$ cat src/design/bbrd_pkg.sv
// Shared constants, codes and types of the boolean byte-RLE decoder.
package bbrd_pkg;

	// Sizing
	localparam int MAX_BITS   = 2048;
	localparam int WORD_BITS  = 64;
	localparam int CFG_W      = 12;
	localparam int CNT_W      = $clog2(MAX_BITS + 1);
	localparam int FILL_W     = $clog2(WORD_BITS) + 1;
	localparam int BYTE_BITS  = 8;
	localparam int RUN_W      = 8;
	localparam int RUN_BITS_W = RUN_W + 3;

	// Stream format
	localparam int LIT_THRESH  = 128;
	localparam int REPEAT_BIAS = 3;

	// Queue depths
	localparam int CMDQ_DEPTH = 4;
	localparam int RESQ_DEPTH = 2;

	// Work handed from the front to the back
	typedef enum logic [1:0] {
		OP_FLUSH = 2'd0,
		OP_BYTES = 2'd1,
		OP_FILL  = 2'd2
	} op_t;

	typedef struct packed {
		op_t                  op;
		logic [BYTE_BITS-1:0] value;
		logic [RUN_W-1:0]     run;
		logic                 fill_after;
		logic                 malformed;
	} cmd_t;

	typedef struct packed {
		logic [WORD_BITS-1:0] bits_word;
		logic [FILL_W-1:0]    valid_bits;
		logic                 final_word;
		logic                 malformed;
	} res_t;

endpackage

$ cat src/design/bbrd_front.sv
// Front end: accepts encoded bytes, tracks the parse and issues decode work.
module bbrd_front import bbrd_pkg::*; (
	input  logic                 clk,
	input  logic                 arst_n,
	input  logic [CNT_W-1:0]     limit,
	input  logic                 push,
	output logic                 full,
	input  logic [BYTE_BITS-1:0] in_byte,
	input  logic                 end_of_stream,
	output logic                 cmd_push,
	output cmd_t                 cmd,
	input  logic                 cmdq_full
);

	typedef enum logic [2:0] {
		MODE_HEADER  = 3'b001,
		MODE_LITERAL = 3'b010,
		MODE_REPEAT  = 3'b100
	} mode_t;

	mode_t                mode_q, mode_n;
	logic [RUN_W-1:0]     left_q, left_n;
	logic [CNT_W-1:0]     produced_q, produced_n;
	logic                 done_q, done_n;

	logic                 accept;
	logic                 at_limit;
	logic                 fin;
	logic [CNT_W-1:0]     k;
	logic [RUN_W-1:0]     run;
	logic [RUN_BITS_W-1:0] run_bits;

	assign full   = cmdq_full;
	assign accept = push && !cmdq_full;

	// bits still wanted, and the size of a pending repeat run
	assign at_limit = produced_q >= limit;
	assign k        = limit - produced_q;
	assign run      = left_q + RUN_W'(REPEAT_BIAS);
	assign run_bits = {run, 3'b000};

	// classify the byte and predict whether the stream finishes on it
	always_comb begin
		mode_n     = mode_q;
		left_n     = left_q;
		produced_n = produced_q;
		done_n     = done_q;
		fin        = 1'b0;
		cmd_push   = 1'b0;
		cmd        = '{op: OP_FLUSH, value: in_byte, run: RUN_W'(1),
			fill_after: end_of_stream, malformed: 1'b0};
		if (accept) begin
			if (done_q) begin
				// count reached earlier: bytes are dropped until end of stream
			end else if (at_limit) begin
				cmd_push = 1'b1;
				fin      = 1'b1;
			end else begin
				case (mode_q)
					MODE_LITERAL: begin
						cmd_push   = 1'b1;
						cmd.op     = OP_BYTES;
						fin        = 32'(k) <= 32'(BYTE_BITS);
						produced_n = produced_q + CNT_W'(BYTE_BITS);
						left_n     = left_q - RUN_W'(1);
						if (left_q == RUN_W'(1))
							mode_n = MODE_HEADER;
					end
					MODE_REPEAT: begin
						cmd_push   = 1'b1;
						cmd.op     = OP_BYTES;
						cmd.run    = run;
						fin        = 32'(run_bits) >= 32'(k);
						produced_n = produced_q + CNT_W'(run_bits);
						left_n     = '0;
						mode_n     = MODE_HEADER;
					end
					default: begin
						if (32'(in_byte) >= 32'(LIT_THRESH)) begin
							left_n = RUN_W'(9'd256 - 9'(in_byte));
							mode_n = MODE_LITERAL;
						end else begin
							left_n = in_byte;
							mode_n = MODE_REPEAT;
						end
						// header on the last byte: pad out with ones
						if (end_of_stream) begin
							cmd_push      = 1'b1;
							cmd.op        = OP_FILL;
							cmd.malformed = 32'(in_byte) < 32'(LIT_THRESH);
						end
					end
				endcase
			end
			// end of stream always finishes and clears the stream
			if (end_of_stream) begin
				mode_n     = MODE_HEADER;
				left_n     = '0;
				produced_n = '0;
				done_n     = 1'b0;
			end else if (fin) begin
				done_n = 1'b1;
			end
		end
	end

	always_ff @(posedge clk or negedge arst_n) begin
		if (!arst_n) begin
			mode_q     <= MODE_HEADER;
			left_q     <= '0;
			produced_q <= '0;
			done_q     <= 1'b0;
		end else begin
			mode_q     <= mode_n;
			left_q     <= left_n;
			produced_q <= produced_n;
			done_q     <= done_n;
		end
	end

endmodule

$ cat src/design/bbrd_cmd_queue.sv
// Short command queue between the front end and the back end.
module bbrd_cmd_queue import bbrd_pkg::*; (
	input  logic clk,
	input  logic arst_n,
	input  logic wr_en,
	input  cmd_t wr_data,
	output logic full,
	input  logic rd_en,
	output cmd_t rd_data,
	output logic empty
);

	localparam int PTR_W = $clog2(CMDQ_DEPTH);
	localparam int CNT_QW = $clog2(CMDQ_DEPTH + 1);

	cmd_t              entry_q [CMDQ_DEPTH];
	logic [PTR_W-1:0]  wr_ptr_q, rd_ptr_q;
	logic [CNT_QW-1:0] count_q;
	logic              do_wr, do_rd;

	assign full    = count_q == CNT_QW'(CMDQ_DEPTH);
	assign empty   = count_q == '0;
	assign do_wr   = wr_en && !full;
	assign do_rd   = rd_en && !empty;
	assign rd_data = entry_q[rd_ptr_q];

	// storage
	always_ff @(posedge clk) begin
		if (do_wr)
			entry_q[wr_ptr_q] <= wr_data;
	end

	// pointers and fill level
	always_ff @(posedge clk or negedge arst_n) begin
		if (!arst_n) begin
			wr_ptr_q <= '0;
			rd_ptr_q <= '0;
			count_q  <= '0;
		end else begin
			if (do_wr)
				wr_ptr_q <= (wr_ptr_q == PTR_W'(CMDQ_DEPTH - 1)) ? '0 : wr_ptr_q + PTR_W'(1);
			if (do_rd)
				rd_ptr_q <= (rd_ptr_q == PTR_W'(CMDQ_DEPTH - 1)) ? '0 : rd_ptr_q + PTR_W'(1);
			if (do_wr && !do_rd)
				count_q <= count_q + CNT_QW'(1);
			else if (do_rd && !do_wr)
				count_q <= count_q - CNT_QW'(1);
		end
	end

endmodule

$ cat src/design/bbrd_back.sv
// Back end: packs bits into words, emits them; one step a cycle unless stalled.
module bbrd_back import bbrd_pkg::*; (
	input  logic             clk,
	input  logic             arst_n,
	input  logic [CNT_W-1:0] limit,
	input  logic             cmd_empty,
	input  cmd_t             cmd,
	output logic             cmd_pop,
	input  logic             res_full,
	output logic             res_push,
	output res_t             res
);

	typedef enum logic [2:0] {
		BK_IDLE = 3'b001,
		BK_RUN  = 3'b010,
		BK_FILL = 3'b100
	} bk_state_t;

	bk_state_t             state_q, state_n;
	logic [WORD_BITS-1:0]  acc_q, acc_n;
	logic [FILL_W-2:0]     fill_q, fill_n;
	logic [CNT_W-1:0]      produced_q, produced_n;
	logic [BYTE_BITS-1:0]  val_q;
	logic [RUN_W-1:0]      run_q;
	logic                  fa_q, mal_q;

	op_t                   cur_op;
	logic [BYTE_BITS-1:0]  cur_value;
	logic [RUN_W-1:0]      cur_run, rem;
	logic                  cur_fa, cur_mal, go, last;

	logic [CNT_W-1:0]      k;
	logic [3:0]            take;
	logic [BYTE_BITS:0]    mask9;
	logic [FILL_W-1:0]     room, n_ones, new_fill;
	logic [WORD_BITS-1:0]  ins, new_acc;

	// pick the work in hand: the queue head when idle, else the held run or padding
	always_comb begin
		case (state_q)
			BK_RUN: begin
				cur_op    = OP_BYTES;
				cur_value = val_q;
				cur_run   = run_q;
				cur_fa    = fa_q;
				cur_mal   = 1'b0;
				go        = !res_full;
			end
			BK_FILL: begin
				cur_op    = OP_FILL;
				cur_value = val_q;
				cur_run   = run_q;
				cur_fa    = fa_q;
				cur_mal   = mal_q;
				go        = !res_full;
			end
			default: begin
				cur_op    = cmd.op;
				cur_value = cmd.value;
				cur_run   = cmd.run;
				cur_fa    = cmd.fill_after;
				cur_mal   = cmd.malformed;
				go        = !cmd_empty && !res_full;
			end
		endcase
	end

	assign cmd_pop = (state_q == BK_IDLE) && go;
	assign k       = limit - produced_q;
	assign rem     = cur_run - RUN_W'(1);

	// one byte step, or one word of ones padding, or a flush
	always_comb begin
		state_n    = state_q;
		acc_n      = acc_q;
		fill_n     = fill_q;
		produced_n = produced_q;
		res_push   = 1'b0;
		last       = 1'b0;
		take       = 4'(BYTE_BITS);
		mask9      = '0;
		room       = FILL_W'(WORD_BITS) - FILL_W'(fill_q);
		n_ones     = room;
		ins        = '0;
		new_acc    = acc_q;
		new_fill   = FILL_W'(fill_q);
		res        = '{bits_word: acc_q, valid_bits: FILL_W'(fill_q),
			final_word: 1'b1, malformed: 1'b0};
		if (go) begin
			case (cur_op)
				OP_BYTES: begin
					last = 32'(k) <= 32'(BYTE_BITS);
					if (last)
						take = k[3:0];
					mask9    = (9'd1 << take) - 9'd1;
					ins      = WORD_BITS'(cur_value & mask9[BYTE_BITS-1:0]) << fill_q;
					new_acc  = acc_q | ins;
					new_fill = FILL_W'(fill_q) + FILL_W'(take);
					res.bits_word  = new_acc;
					res.valid_bits = new_fill;
					res.final_word = last;
					if (last) begin
						res_push = 1'b1;
					end else if (new_fill == FILL_W'(WORD_BITS)) begin
						res_push = 1'b1;
						acc_n    = '0;
						fill_n   = '0;
					end else begin
						acc_n  = new_acc;
						fill_n = new_fill[FILL_W-2:0];
					end
					produced_n = produced_q + CNT_W'(take);
					if (!last) begin
						if (rem != '0)
							state_n = BK_RUN;
						else if (cur_fa)
							state_n = BK_FILL;
						else
							state_n = BK_IDLE;
					end
				end
				OP_FILL: begin
					last = 32'(k) <= 32'(room);
					if (last)
						n_ones = FILL_W'(k);
					ins      = ({WORD_BITS{1'b1}} >> (FILL_W'(WORD_BITS) - n_ones)) << fill_q;
					new_acc  = acc_q | ins;
					new_fill = FILL_W'(fill_q) + n_ones;
					res_push = 1'b1;
					res      = '{bits_word: new_acc, valid_bits: new_fill,
						final_word: last, malformed: last && cur_mal};
					acc_n      = '0;
					fill_n     = '0;
					produced_n = produced_q + CNT_W'(n_ones);
					state_n    = BK_FILL;
				end
				default: begin
					// count already reached: hand out the partial word
					last     = 1'b1;
					res_push = 1'b1;
				end
			endcase
			// the final word closes the stream
			if (last) begin
				acc_n      = '0;
				fill_n     = '0;
				produced_n = '0;
				state_n    = BK_IDLE;
			end
		end
	end

	// details of a run carried over from the queue head
	always_ff @(posedge clk) begin
		if (go) begin
			val_q <= cur_value;
			run_q <= rem;
			fa_q  <= cur_fa;
			mal_q <= cur_mal;
		end
	end

	always_ff @(posedge clk or negedge arst_n) begin
		if (!arst_n) begin
			state_q    <= BK_IDLE;
			acc_q      <= '0;
			fill_q     <= '0;
			produced_q <= '0;
		end else begin
			state_q    <= state_n;
			acc_q      <= acc_n;
			fill_q     <= fill_n;
			produced_q <= produced_n;
		end
	end

endmodule

$ cat src/design/bbrd_res_queue.sv
// Result queue that drives the output side of the decoder.
module bbrd_res_queue import bbrd_pkg::*; (
	input  logic clk,
	input  logic arst_n,
	input  logic wr_en,
	input  res_t wr_data,
	output logic full,
	input  logic rd_en,
	output res_t rd_data,
	output logic empty
);

	localparam int PTR_W  = $clog2(RESQ_DEPTH);
	localparam int CNT_QW = $clog2(RESQ_DEPTH + 1);

	res_t              entry_q [RESQ_DEPTH];
	logic [PTR_W-1:0]  wr_ptr_q, rd_ptr_q;
	logic [CNT_QW-1:0] count_q;
	logic              do_wr, do_rd;

	assign full    = count_q == CNT_QW'(RESQ_DEPTH);
	assign empty   = count_q == '0;
	assign do_wr   = wr_en && !full;
	assign do_rd   = rd_en && !empty;
	assign rd_data = entry_q[rd_ptr_q];

	// storage
	always_ff @(posedge clk) begin
		if (do_wr)
			entry_q[wr_ptr_q] <= wr_data;
	end

	// pointers and fill level
	always_ff @(posedge clk or negedge arst_n) begin
		if (!arst_n) begin
			wr_ptr_q <= '0;
			rd_ptr_q <= '0;
			count_q  <= '0;
		end else begin
			if (do_wr)
				wr_ptr_q <= (wr_ptr_q == PTR_W'(RESQ_DEPTH - 1)) ? '0 : wr_ptr_q + PTR_W'(1);
			if (do_rd)
				rd_ptr_q <= (rd_ptr_q == PTR_W'(RESQ_DEPTH - 1)) ? '0 : rd_ptr_q + PTR_W'(1);
			if (do_wr && !do_rd)
				count_q <= count_q + CNT_QW'(1);
			else if (do_rd && !do_wr)
				count_q <= count_q - CNT_QW'(1);
		end
	end

endmodule

$ cat src/design/boolean_byte_rle_decoder.sv
// Top level of the boolean byte-RLE decoder.
//
// Channel  | Handshake              | Payload
// ---------+------------------------+---------------------------------------------
// input    | push / full            | in_byte, end_of_stream
// result   | pop / empty            | bits_word, valid_bits, final_word, malformed
// config   | cfg_valid / cfg_ready  | cfg_data (bit_count)
//
// Header and literal bytes are taken one per cycle; the front end stalls only when
// its four-entry command queue is full. The back end packs a repeat byte's run of
// header + 3 data bytes (up to 130) one byte per cycle while the result queue has
// room, and pads the end of a stream with 64-bit words of ones. Results leave
// through a two-entry queue, so a stalled pop holds up the back end only once that
// queue is full. Reset is asynchronous and takes effect at once; no clearing pass.
module boolean_byte_rle_decoder import bbrd_pkg::*; (
	input  logic                 clk,
	input  logic                 arst_n,
	input  logic                 push,
	output logic                 full,
	input  logic [BYTE_BITS-1:0] in_byte,
	input  logic                 end_of_stream,
	output logic                 empty,
	input  logic                 pop,
	output logic [WORD_BITS-1:0] bits_word,
	output logic [FILL_W-1:0]    valid_bits,
	output logic                 final_word,
	output logic                 malformed,
	input  logic                 cfg_valid,
	output logic                 cfg_ready,
	input  logic [CFG_W-1:0]     cfg_data
);

	logic [CFG_W-1:0] bit_count_q;
	logic [31:0]      cfg_ext;
	logic [CNT_W-1:0] limit;

	cmd_t cmd_in, cmd_head;
	logic cmd_push, cmdq_full, cmd_pop, cmd_empty;
	res_t res_in, res_head;
	logic res_push, res_full;

	// configuration register; the limit taken from it saturates at the largest count
	assign cfg_ready = 1'b1;
	always_ff @(posedge clk or negedge arst_n) begin
		if (!arst_n)
			bit_count_q <= '0;
		else if (cfg_valid && cfg_ready)
			bit_count_q <= cfg_data;
	end

	assign cfg_ext = 32'(bit_count_q);
	assign limit   = (cfg_ext > 32'(MAX_BITS)) ? CNT_W'(MAX_BITS) : CNT_W'(cfg_ext);

	bbrd_front u_front (
		.clk           (clk),
		.arst_n        (arst_n),
		.limit         (limit),
		.push          (push),
		.full          (full),
		.in_byte       (in_byte),
		.end_of_stream (end_of_stream),
		.cmd_push      (cmd_push),
		.cmd           (cmd_in),
		.cmdq_full     (cmdq_full)
	);

	bbrd_cmd_queue u_cmdq (
		.clk     (clk),
		.arst_n  (arst_n),
		.wr_en   (cmd_push),
		.wr_data (cmd_in),
		.full    (cmdq_full),
		.rd_en   (cmd_pop),
		.rd_data (cmd_head),
		.empty   (cmd_empty)
	);

	bbrd_back u_back (
		.clk       (clk),
		.arst_n    (arst_n),
		.limit     (limit),
		.cmd_empty (cmd_empty),
		.cmd       (cmd_head),
		.cmd_pop   (cmd_pop),
		.res_full  (res_full),
		.res_push  (res_push),
		.res       (res_in)
	);

	bbrd_res_queue u_resq (
		.clk     (clk),
		.arst_n  (arst_n),
		.wr_en   (res_push),
		.wr_data (res_in),
		.full    (res_full),
		.rd_en   (pop),
		.rd_data (res_head),
		.empty   (empty)
	);

	assign bits_word  = res_head.bits_word;
	assign valid_bits = res_head.valid_bits;
	assign final_word = res_head.final_word;
	assign malformed  = res_head.malformed;

endmodule

$ cat config.mk
export PLATFORM = sky130hd
export DESIGN_NAME = boolean_byte_rle_decoder
export DESIGN_NICKNAME = d
export VERILOG_FILES = /design/src/design/bbrd_pkg.sv /design/src/design/bbrd_front.sv /design/src/design/bbrd_cmd_queue.sv /design/src/design/bbrd_back.sv /design/src/design/bbrd_res_queue.sv /design/src/design/boolean_byte_rle_decoder.sv
export SDC_FILE = /design/constraint.sdc
export NUM_CORES = 1
export LEC_CHECK = 0
export BUFFER_PORTS_ARGS = -buffer_cell sky130_fd_sc_hd__buf_2
export CORE_MARGIN = 4
export CORE_UTILIZATION = 50
export CTS_CLUSTER_SIZE = 20
export DETAILED_ROUTE_END_ITERATION = 12
export GPL_TIMING_DRIVEN = 0
export HOLD_SLACK_MARGIN = 0.05
export PLACE_DENSITY = 0.69
export REMOVE_ABC_BUFFERS = 1
export SYNTH_ARGS = -nofsm -noshare
export SYNTH_HDL_FRONTEND = slang
export SYNTH_SLANG_ARGS = --single-unit
$ cat constraint.sdc
create_clock -name clk -period 8.35 [get_ports clk]
set_input_delay 0.835 -clock clk [delete_from_list [all_inputs] [get_ports clk]]
set_output_delay 0.835 -clock clk [all_outputs]
set_load 0.03 [all_outputs]
Yosys cells after proc, flatten, opt, wreduce, memory -nomap -nowiden
Memories as Yosys holds them, arrays and structs flattened.
Index checks and enable logic that the tools add are counted.
{"block": "classes", "addsub": 23, "reduce_logical": 36, "n_div": 0, "eq_ne": 17, "muxes": 89, "multipliers": 0, "n_shift": 4, "bitwise_logic": 3, "order_cmp": 8}
{"op": "64-bit 2-to-1 mux", "n": 3}
{"op": "72-bit case mux with 2 select lines", "n": 1}
{"op": "64-bit bitwise OR", "n": 2}
{"op": "64-bit case mux with 2 select lines", "n": 1}
{"op": "64-bit by 6-bit << shifter with 64-bit output", "n": 2}
{"op": "8-bit 2-to-1 mux", "n": 10}
{"op": "73-bit 2-to-1 mux", "n": 1}
{"op": "64-bit by 7-bit right shift with 64-bit output, first input constant", "n": 1}
{"op": "12-bit 2-to-1 mux", "n": 5}
{"op": "12-bit case mux with 2 select lines", "n": 2}
{"op": "3-bit 2-to-1 mux", "n": 11}
{"op": "1-bit 2-to-1 mux", "n": 29}
{"op": "12-bit by 4-bit less-or-equal comparator with 1-bit output, second input constant", "n": 2}
{"op": "12-bit subtractor", "n": 2}
{"op": "8-bit by 1-bit subtractor with 8-bit output, second input constant", "n": 3}
{"op": "7-bit 2-to-1 mux", "n": 3}
{"op": "2-bit 2-to-1 mux", "n": 9}
{"op": "6-bit 2-to-1 mux", "n": 3}
{"op": "8-bit case mux with 2 select lines", "n": 1}
{"op": "12-bit by 11-bit adder with 12-bit output", "n": 1}
{"op": "12-bit by 4-bit adder with 12-bit output", "n": 1}
{"op": "12-bit by 4-bit adder with 12-bit output, second input constant", "n": 1}
{"op": "12-bit by 7-bit adder with 12-bit output", "n": 1}
{"op": "11-bit by 12-bit >= comparator with 1-bit output", "n": 1}
{"op": "44 further kinds", "n": 84}
{"block": "totals", "word_cells": 201, "input_bits": 26, "ram_bits": 226, "regBits": 150, "out_inout_bits": 76, "latch_bits": 0, "rom_bits": 0, "n_memories": 2}
{"memory": "u_resq.entry_q", "depth": 2, "width": 73, "read_ports": 1, "rd_clocked_by_memory_dff": 0, "write_ports": 1, "line_no": "bbrd_res_queue.sv:16", "source": "res_t entry_q [RESQ_DEPTH];"}
{"memory": "u_cmdq.entry_q", "depth": 4, "width": 20, "read_ports": 1, "rd_clocked_by_memory_dff": 0, "write_ports": 1, "line_no": "bbrd_cmd_queue.sv:16", "source": "cmd_t entry_q [CMDQ_DEPTH];"}

Logic depth before layout (Yosys ltp)
{"block": "logic_depth", "ltp_word": 18, "depth_mapped": 36, "depth_no_buf": 31}

Cells and area by module
A second synthesis with hierarchy kept.
{"block": "unflattened", "hier_cells": 2626, "hier_area_um2": 25542.0}
{"module": "bbrd_back", "cells_per_inst": 1878, "seq_area_each_um2": 2668.8, "instances": 1, "area_per_inst_um2": 13334.0}
{"module": "bbrd_res_queue", "cells_per_inst": 246, "seq_area_each_um2": 4484.3, "instances": 1, "area_per_inst_um2": 5711.7}
{"module": "bbrd_cmd_queue", "cells_per_inst": 141, "seq_area_each_um2": 2577.5, "instances": 1, "area_per_inst_um2": 3340.7}
{"module": "bbrd_front", "cells_per_inst": 321, "seq_area_each_um2": 526.8, "instances": 1, "area_per_inst_um2": 2582.5}
{"module": "boolean_byte_rle_decoder", "cells_per_inst": 40, "seq_area_each_um2": 300.3, "instances": 1, "area_per_inst_um2": 573.0}

Worst setup path after synthesis
Ideal clock, no wire load.
{"block": "synth_path", "path_type": "reg2reg", "start": "register bit_count_q[11]", "end": "memory u_resq.entry_q[0][0] (netlist bit) (enable)", "arrival_time_ns": 7.709, "setup_ns": 0.513, "stages_incl_launch_ff": 20, "n_path_buf": 2, "path_slack_ns": 0.127, "required_time_ns": 7.837, "period_less_slack_ns": 8.223, "path_cell_list": "dfrtp_1 -> clkbuf_1 -> nand2b_1 -> ha_1 -> inv_1 -> ha_1 -> or2_2 -> o211ai_2 -> inv_2 -> nor3_2 -> o221ai_2 -> nor4_2 -> buf_2 -> and3_1 -> ha_1 -> a41oi_1 -> xor2_1 -> nand4_1 -> a31oi_1 -> nor2b_1"}
{"block": "synth_between", "elab_chain_len": 16}
{"item": "from (decl)", "line_no": "boolean_byte_rle_decoder.sv:33", "source": "logic [CFG_W-1:0] bit_count_q;"}
{"item": "from (signal assigned)", "line_no": "boolean_byte_rle_decoder.sv:48", "source": "bit_count_q <= cfg_data;"}
{"item": "12-bit greater-than comparator", "line_no": "boolean_byte_rle_decoder.sv:52", "source": "assign limit = (cfg_ext > 32'(MAX_BITS)) ? CNT_W'(MAX_BITS) : CNT_W'(cfg_ext);"}
{"item": "12-bit 2-to-1 mux (*)", "line_no": "boolean_byte_rle_decoder.sv:52"}
{"item": "12-bit subtractor (*)", "line_no": "bbrd_back.sv:70", "source": "assign k = limit - produced_q;"}
{"item": "12-bit by 4-bit less-or-equal comparator with 1-bit output", "line_no": "bbrd_back.sv:93", "source": "last = 32'(k) <= 32'(BYTE_BITS);"}
{"item": "4-bit 2-to-1 mux", "line_no": "bbrd_back.sv:94", "source": "if (last)"}
{"item": "4-bit 2-to-1 mux", "line_no": "bbrd_back.sv:91", "source": "case (cur_op)"}
{"item": "4-bit 2-to-1 mux", "line_no": "bbrd_back.sv:90", "source": "if (go) begin"}
{"item": "6-bit by 4-bit adder with 7-bit output", "line_no": "bbrd_back.sv:99", "source": "new_fill = FILL_W'(fill_q) + FILL_W'(take);"}
{"item": "7-bit == test", "line_no": "bbrd_back.sv:105", "source": "end else if (new_fill == FILL_W'(WORD_BITS)) begin"}
{"item": "1-bit 2-to-1 mux", "line_no": "bbrd_back.sv:105"}
{"item": "1-bit 2-to-1 mux (*)", "line_no": "bbrd_back.sv:103", "source": "if (last) begin"}
{"item": "1-bit 2-to-1 mux (*)", "line_no": "bbrd_back.sv:91"}
{"item": "1-bit 2-to-1 mux (*)", "line_no": "bbrd_back.sv:90"}
{"item": "1-bit logical AND (*)", "line_no": "bbrd_res_queue.sv:23", "source": "assign do_wr = wr_en && !full;"}
{"item": "net u_resq.do_wr", "line_no": "bbrd_res_queue.sv:19", "source": "logic do_wr, do_rd;"}
{"item": "1-bit 2-to-1 mux (*)", "line_no": "bbrd_res_queue.sv:29", "source": "if (do_wr)"}
{"item": "1-bit 2-to-1 mux (not written as such) (*)", "line_no": "bbrd_res_queue.sv:30", "source": "entry_q[wr_ptr_q] <= wr_data;"}
{"item": "to (decl)", "line_no": "bbrd_res_queue.sv:16"}
The timed path passes the listed nets; every way through them passes the cells marked *. The select of a mux whose other input is x is not followed.

==> impl_metrics.tcl <==
set metrics [dict create \
    hold_ws_ns 0.223 \
    fin_ws_ns 0.0667 \
    worstSetupEndpointType "flip-flop" \
    r2r_cells 28 \
    num_io_pins 102 \
    final_area_mm2 0.0280 \
    synthCells 2564 \
    outcome "finished clean" \
    synth_area_mm2 0.0248 \
    start_util_pct 50.7 \
    synthMuxAreaShare_pct 7.90 \
    place_congestion 1.06 \
    clock_latency_ns 0.58 \
    first_iter_violations 3406 \
    yosys.area_share.simple_pct 13.6 \
    cp.arrival_ns 8.50 \
    async_reset_ff_share_pct 34.6 \
    timing.rr.start "bit_count_q[11]" \
    dieArea_mm2 0.0532 \
    synth-seq-cells 373 \
    grt_max_degree 79 \
    timing.final.crit_period_ns 8.28 \
    final_nets 2694 \
    synth_flop_cell "edfxtp_1" \
    cap_viol_max_count 0 \
    synth_cell_types 106 \
    top_layer "met4" \
    hp-class "input pin to async pin" \
    r2r-end "u_resq.entry_q[0][57]" \
    yosys.area.top_type_share_pct 29.5 \
    setup_viol 0 \
    ys_warn_count 0 \
    relSlewSlack_pct 2.54 \
    die_y_um 231 \
    synth_most_common_cell "nor2_1" \
    r2r_slack_ns 0.07 \
    drive_above_1_share_pct 18.2 \
    synth_area_leaders "edfxtp_1 (30%), dfrtp_1 (13%), mux2_2 (4.8%)" \
    wl_per_cell_um 30.0 \
    area_growth_pct 12.7 \
    dr_wl_met2_um 40600 \
    cpMaxStageDelayCell "a311oi_1" \
    required_ns 8.57 \
    grt_pass1_vias 21843 \
    crit_type "flip-flop to flip-flop" \
    grtUsageTotal_pct 35.7 \
    synth-adder-area-share_pct 4.36 \
    seq_area_frac_synth_pct 42.6 \
    grt_overflow 0 \
    synth_area_per_cell_um2 9.68 \
    via_per_inst 7.08 \
    post-dp-hpwl_um 69100 \
    cpPeakStageDelay_ns 0.75 \
    worstPathMaxFanout 18 \
    critPathLaunchType "flip-flop" \
    slew_viol_final 0 \
    cts-htree-levels 2 \
    synthXorXnorAreaFrac_pct 2.40 \
    io_buffers 100 \
    cts_buffers 42 \
    fmax_ghz 0.121 \
    post_dp_cell_area_mm2 0.0259 \
    drt-met1-wl_um 40900 \
    synth_compound_area_share_pct 24.9 \
    synth_top_family_by_area "compound AO/OA/AOI/OAI gates" \
    root_buffer "clkbuf_16" \
    rows 81 \
    die_x_um 231 \
    cts_sinks 373 \
    synth_common_cells "nor2_1 (255), edfxtp_1 (244), nand2_1 (179)" \
    grt_pass1_wl_um 144000 \
    fillers 4203 \
    crit_path_frequent_cell "ha_1" \
    clock_skew_ns 0.0203 \
    remaining_drc_errors 0 \
    coreArea_mm2 0.0490 \
    vias 23231 \
    synth-edff-count 244 \
    ant_nets 0 \
    firstDrtPassIters 8 \
    totalWireLength_um 98400 \
    hold_viol 0 \
    cts_tree "built" \
    dp_slack_ns -2.53 \
    finalCritPeriodShare_pct 99.2 \
    clkTransAtPathRegs_ns 0.06 \
    cts_buffer_depth 3 \
    antenna_found_initial 3 \
    worst_pin_slew_ns 1.46 \
    met3_length_um 12600 \
    yosysTopAreaCell "edfxtp_1" \
]
==> flip-flops by register name, summed over array words and instances, names as in the netlist, 3 cells and up <==
name and flops:
u_back.acc_q 64, u_resq.entry_q 146, u_cmdq.count_q 3, u_cmdq.entry_q 80, u_front.mode_q 3, bit_count_q 12, u_back.val_q 8, u_back.run_q 8
u_back.produced_q 12, u_back.fill_q 6, u_front.left_q 8, u_back.state_q 3, u_front.produced_q 9
==> cell families (layout without fill, tap and decap cells) <==
kind of cell | after synthesis | in the layout
compound gates | 900 | 900
xor+xnor | 67 | 67
fa+ha+maj | 84 | 84
buf+inv | 264 | 315
flops | 373 | 373
mux | 155 | 155
other cells | 1 | 2
simple gates | 720 | 722
==> area by class of cell <==
cell class	count	area (um2)	share of cell area (%)
Antenna cell	1	2.50	0.00895
Clock buffer	49	1100	3.93
Clock inverter	28	410	1.47
Inverter	101	387	1.38
Multi-Input combinational cell	1929	13600	48.8
Sequential cell	373	10600	37.8
Tap cell	664	831	2.97
Timing Repair Buffer	135	1010	3.60
Timing Repair inverter	2	10.0	0.0358
==> routing by layer <==
layer	global-route usage, %	up-vias
met5	0	-
met3	9.28	318
met2	50.5	1710
met4	13.0	0
li1	-	9864
met1	53.0	11339
==> how the worst max path moves through the flow <==
stage	from	to	slack (ns)	cells past startpoint
5_1_grt	bit_count_q[11]	u_resq.entry_q[0][71]	-0.02	27
4_1_cts	bit_count_q[11]	u_resq.entry_q[0][54]	0.001	27
3_5_place_dp	u_back.fill_q[0]	u_resq.entry_q[1][62]	-2.53	25
2_1_floorplan	bit_count_q[11]	u_resq.entry_q[0][0]	-0.37	18
6_report	bit_count_q[11]	u_resq.entry_q[0][57]	0.07	28
3_3_place_gp	u_back.fill_q[3]	u_resq.entry_q[0][62]	-5.67	21
==> critical path: cells and delay by family (launching register included) <==
family / cells / cell delay, ns
buf+inv: 3 / 0.53
fa+ha+maj: 4 / 1.37
compound gates: 14 / 3.90
simple gates: 7 / 1.52
flops: 1 / 0.59
==> per-stage QoR <==
step | std cells | utilization, % | setup TNS, ns
3_5_place_dp | 3182 | 52.9 | -212.10
6_report | 3282 | 57.1 | 0
4_1_cts | 3269 | 56.5 | 0
2_1_floorplan | 2401 | - | -29.73
3_3_place_gp | 3165 | 52.0 | -1145.26
5_1_grt | 3281 | 57.1 | -0.0557
==> cell usage in the layout (no fill, tap or decap), types with 43 or more instances in the layout <==
cell / netlist / layout
nor3_1: 56 / 54
edfxtp_1: 244 / 244
o211ai_1: 43 / 43
buf_2: 21 / 99
nor2_1: 255 / 246
dfrtp_1: 127 / 118
o21ai_0: 170 / 163
xnor2_1: 45 / 44
a21oi_1: 173 / 167
a31oi_1: 59 / 57
clkbuf_16: 0 / 43
ha_1: 80 / 77
o22ai_1: 49 / 47
inv_1: 97 / 93
nand3_1: 53 / 51
mux2_2: 106 / 106
nand2_1: 179 / 178
==> what timing repair did <==
| item | 4_1_cts | 5_1_grt |
|---|---|---|
| setup endpoints to repair | 128 | 114 |
| pin swaps | 3 | 3 |
| hold buffers | 0 | 0 |
| setup buffers | 6 | 10 |
| cloned | 4 | 0 |
| gates resized for setup | 48 | 37 |
Power is left out: the tool's default activity adds up to more than one toggle a clock period on the data nets, which glitch-free logic cannot reach.
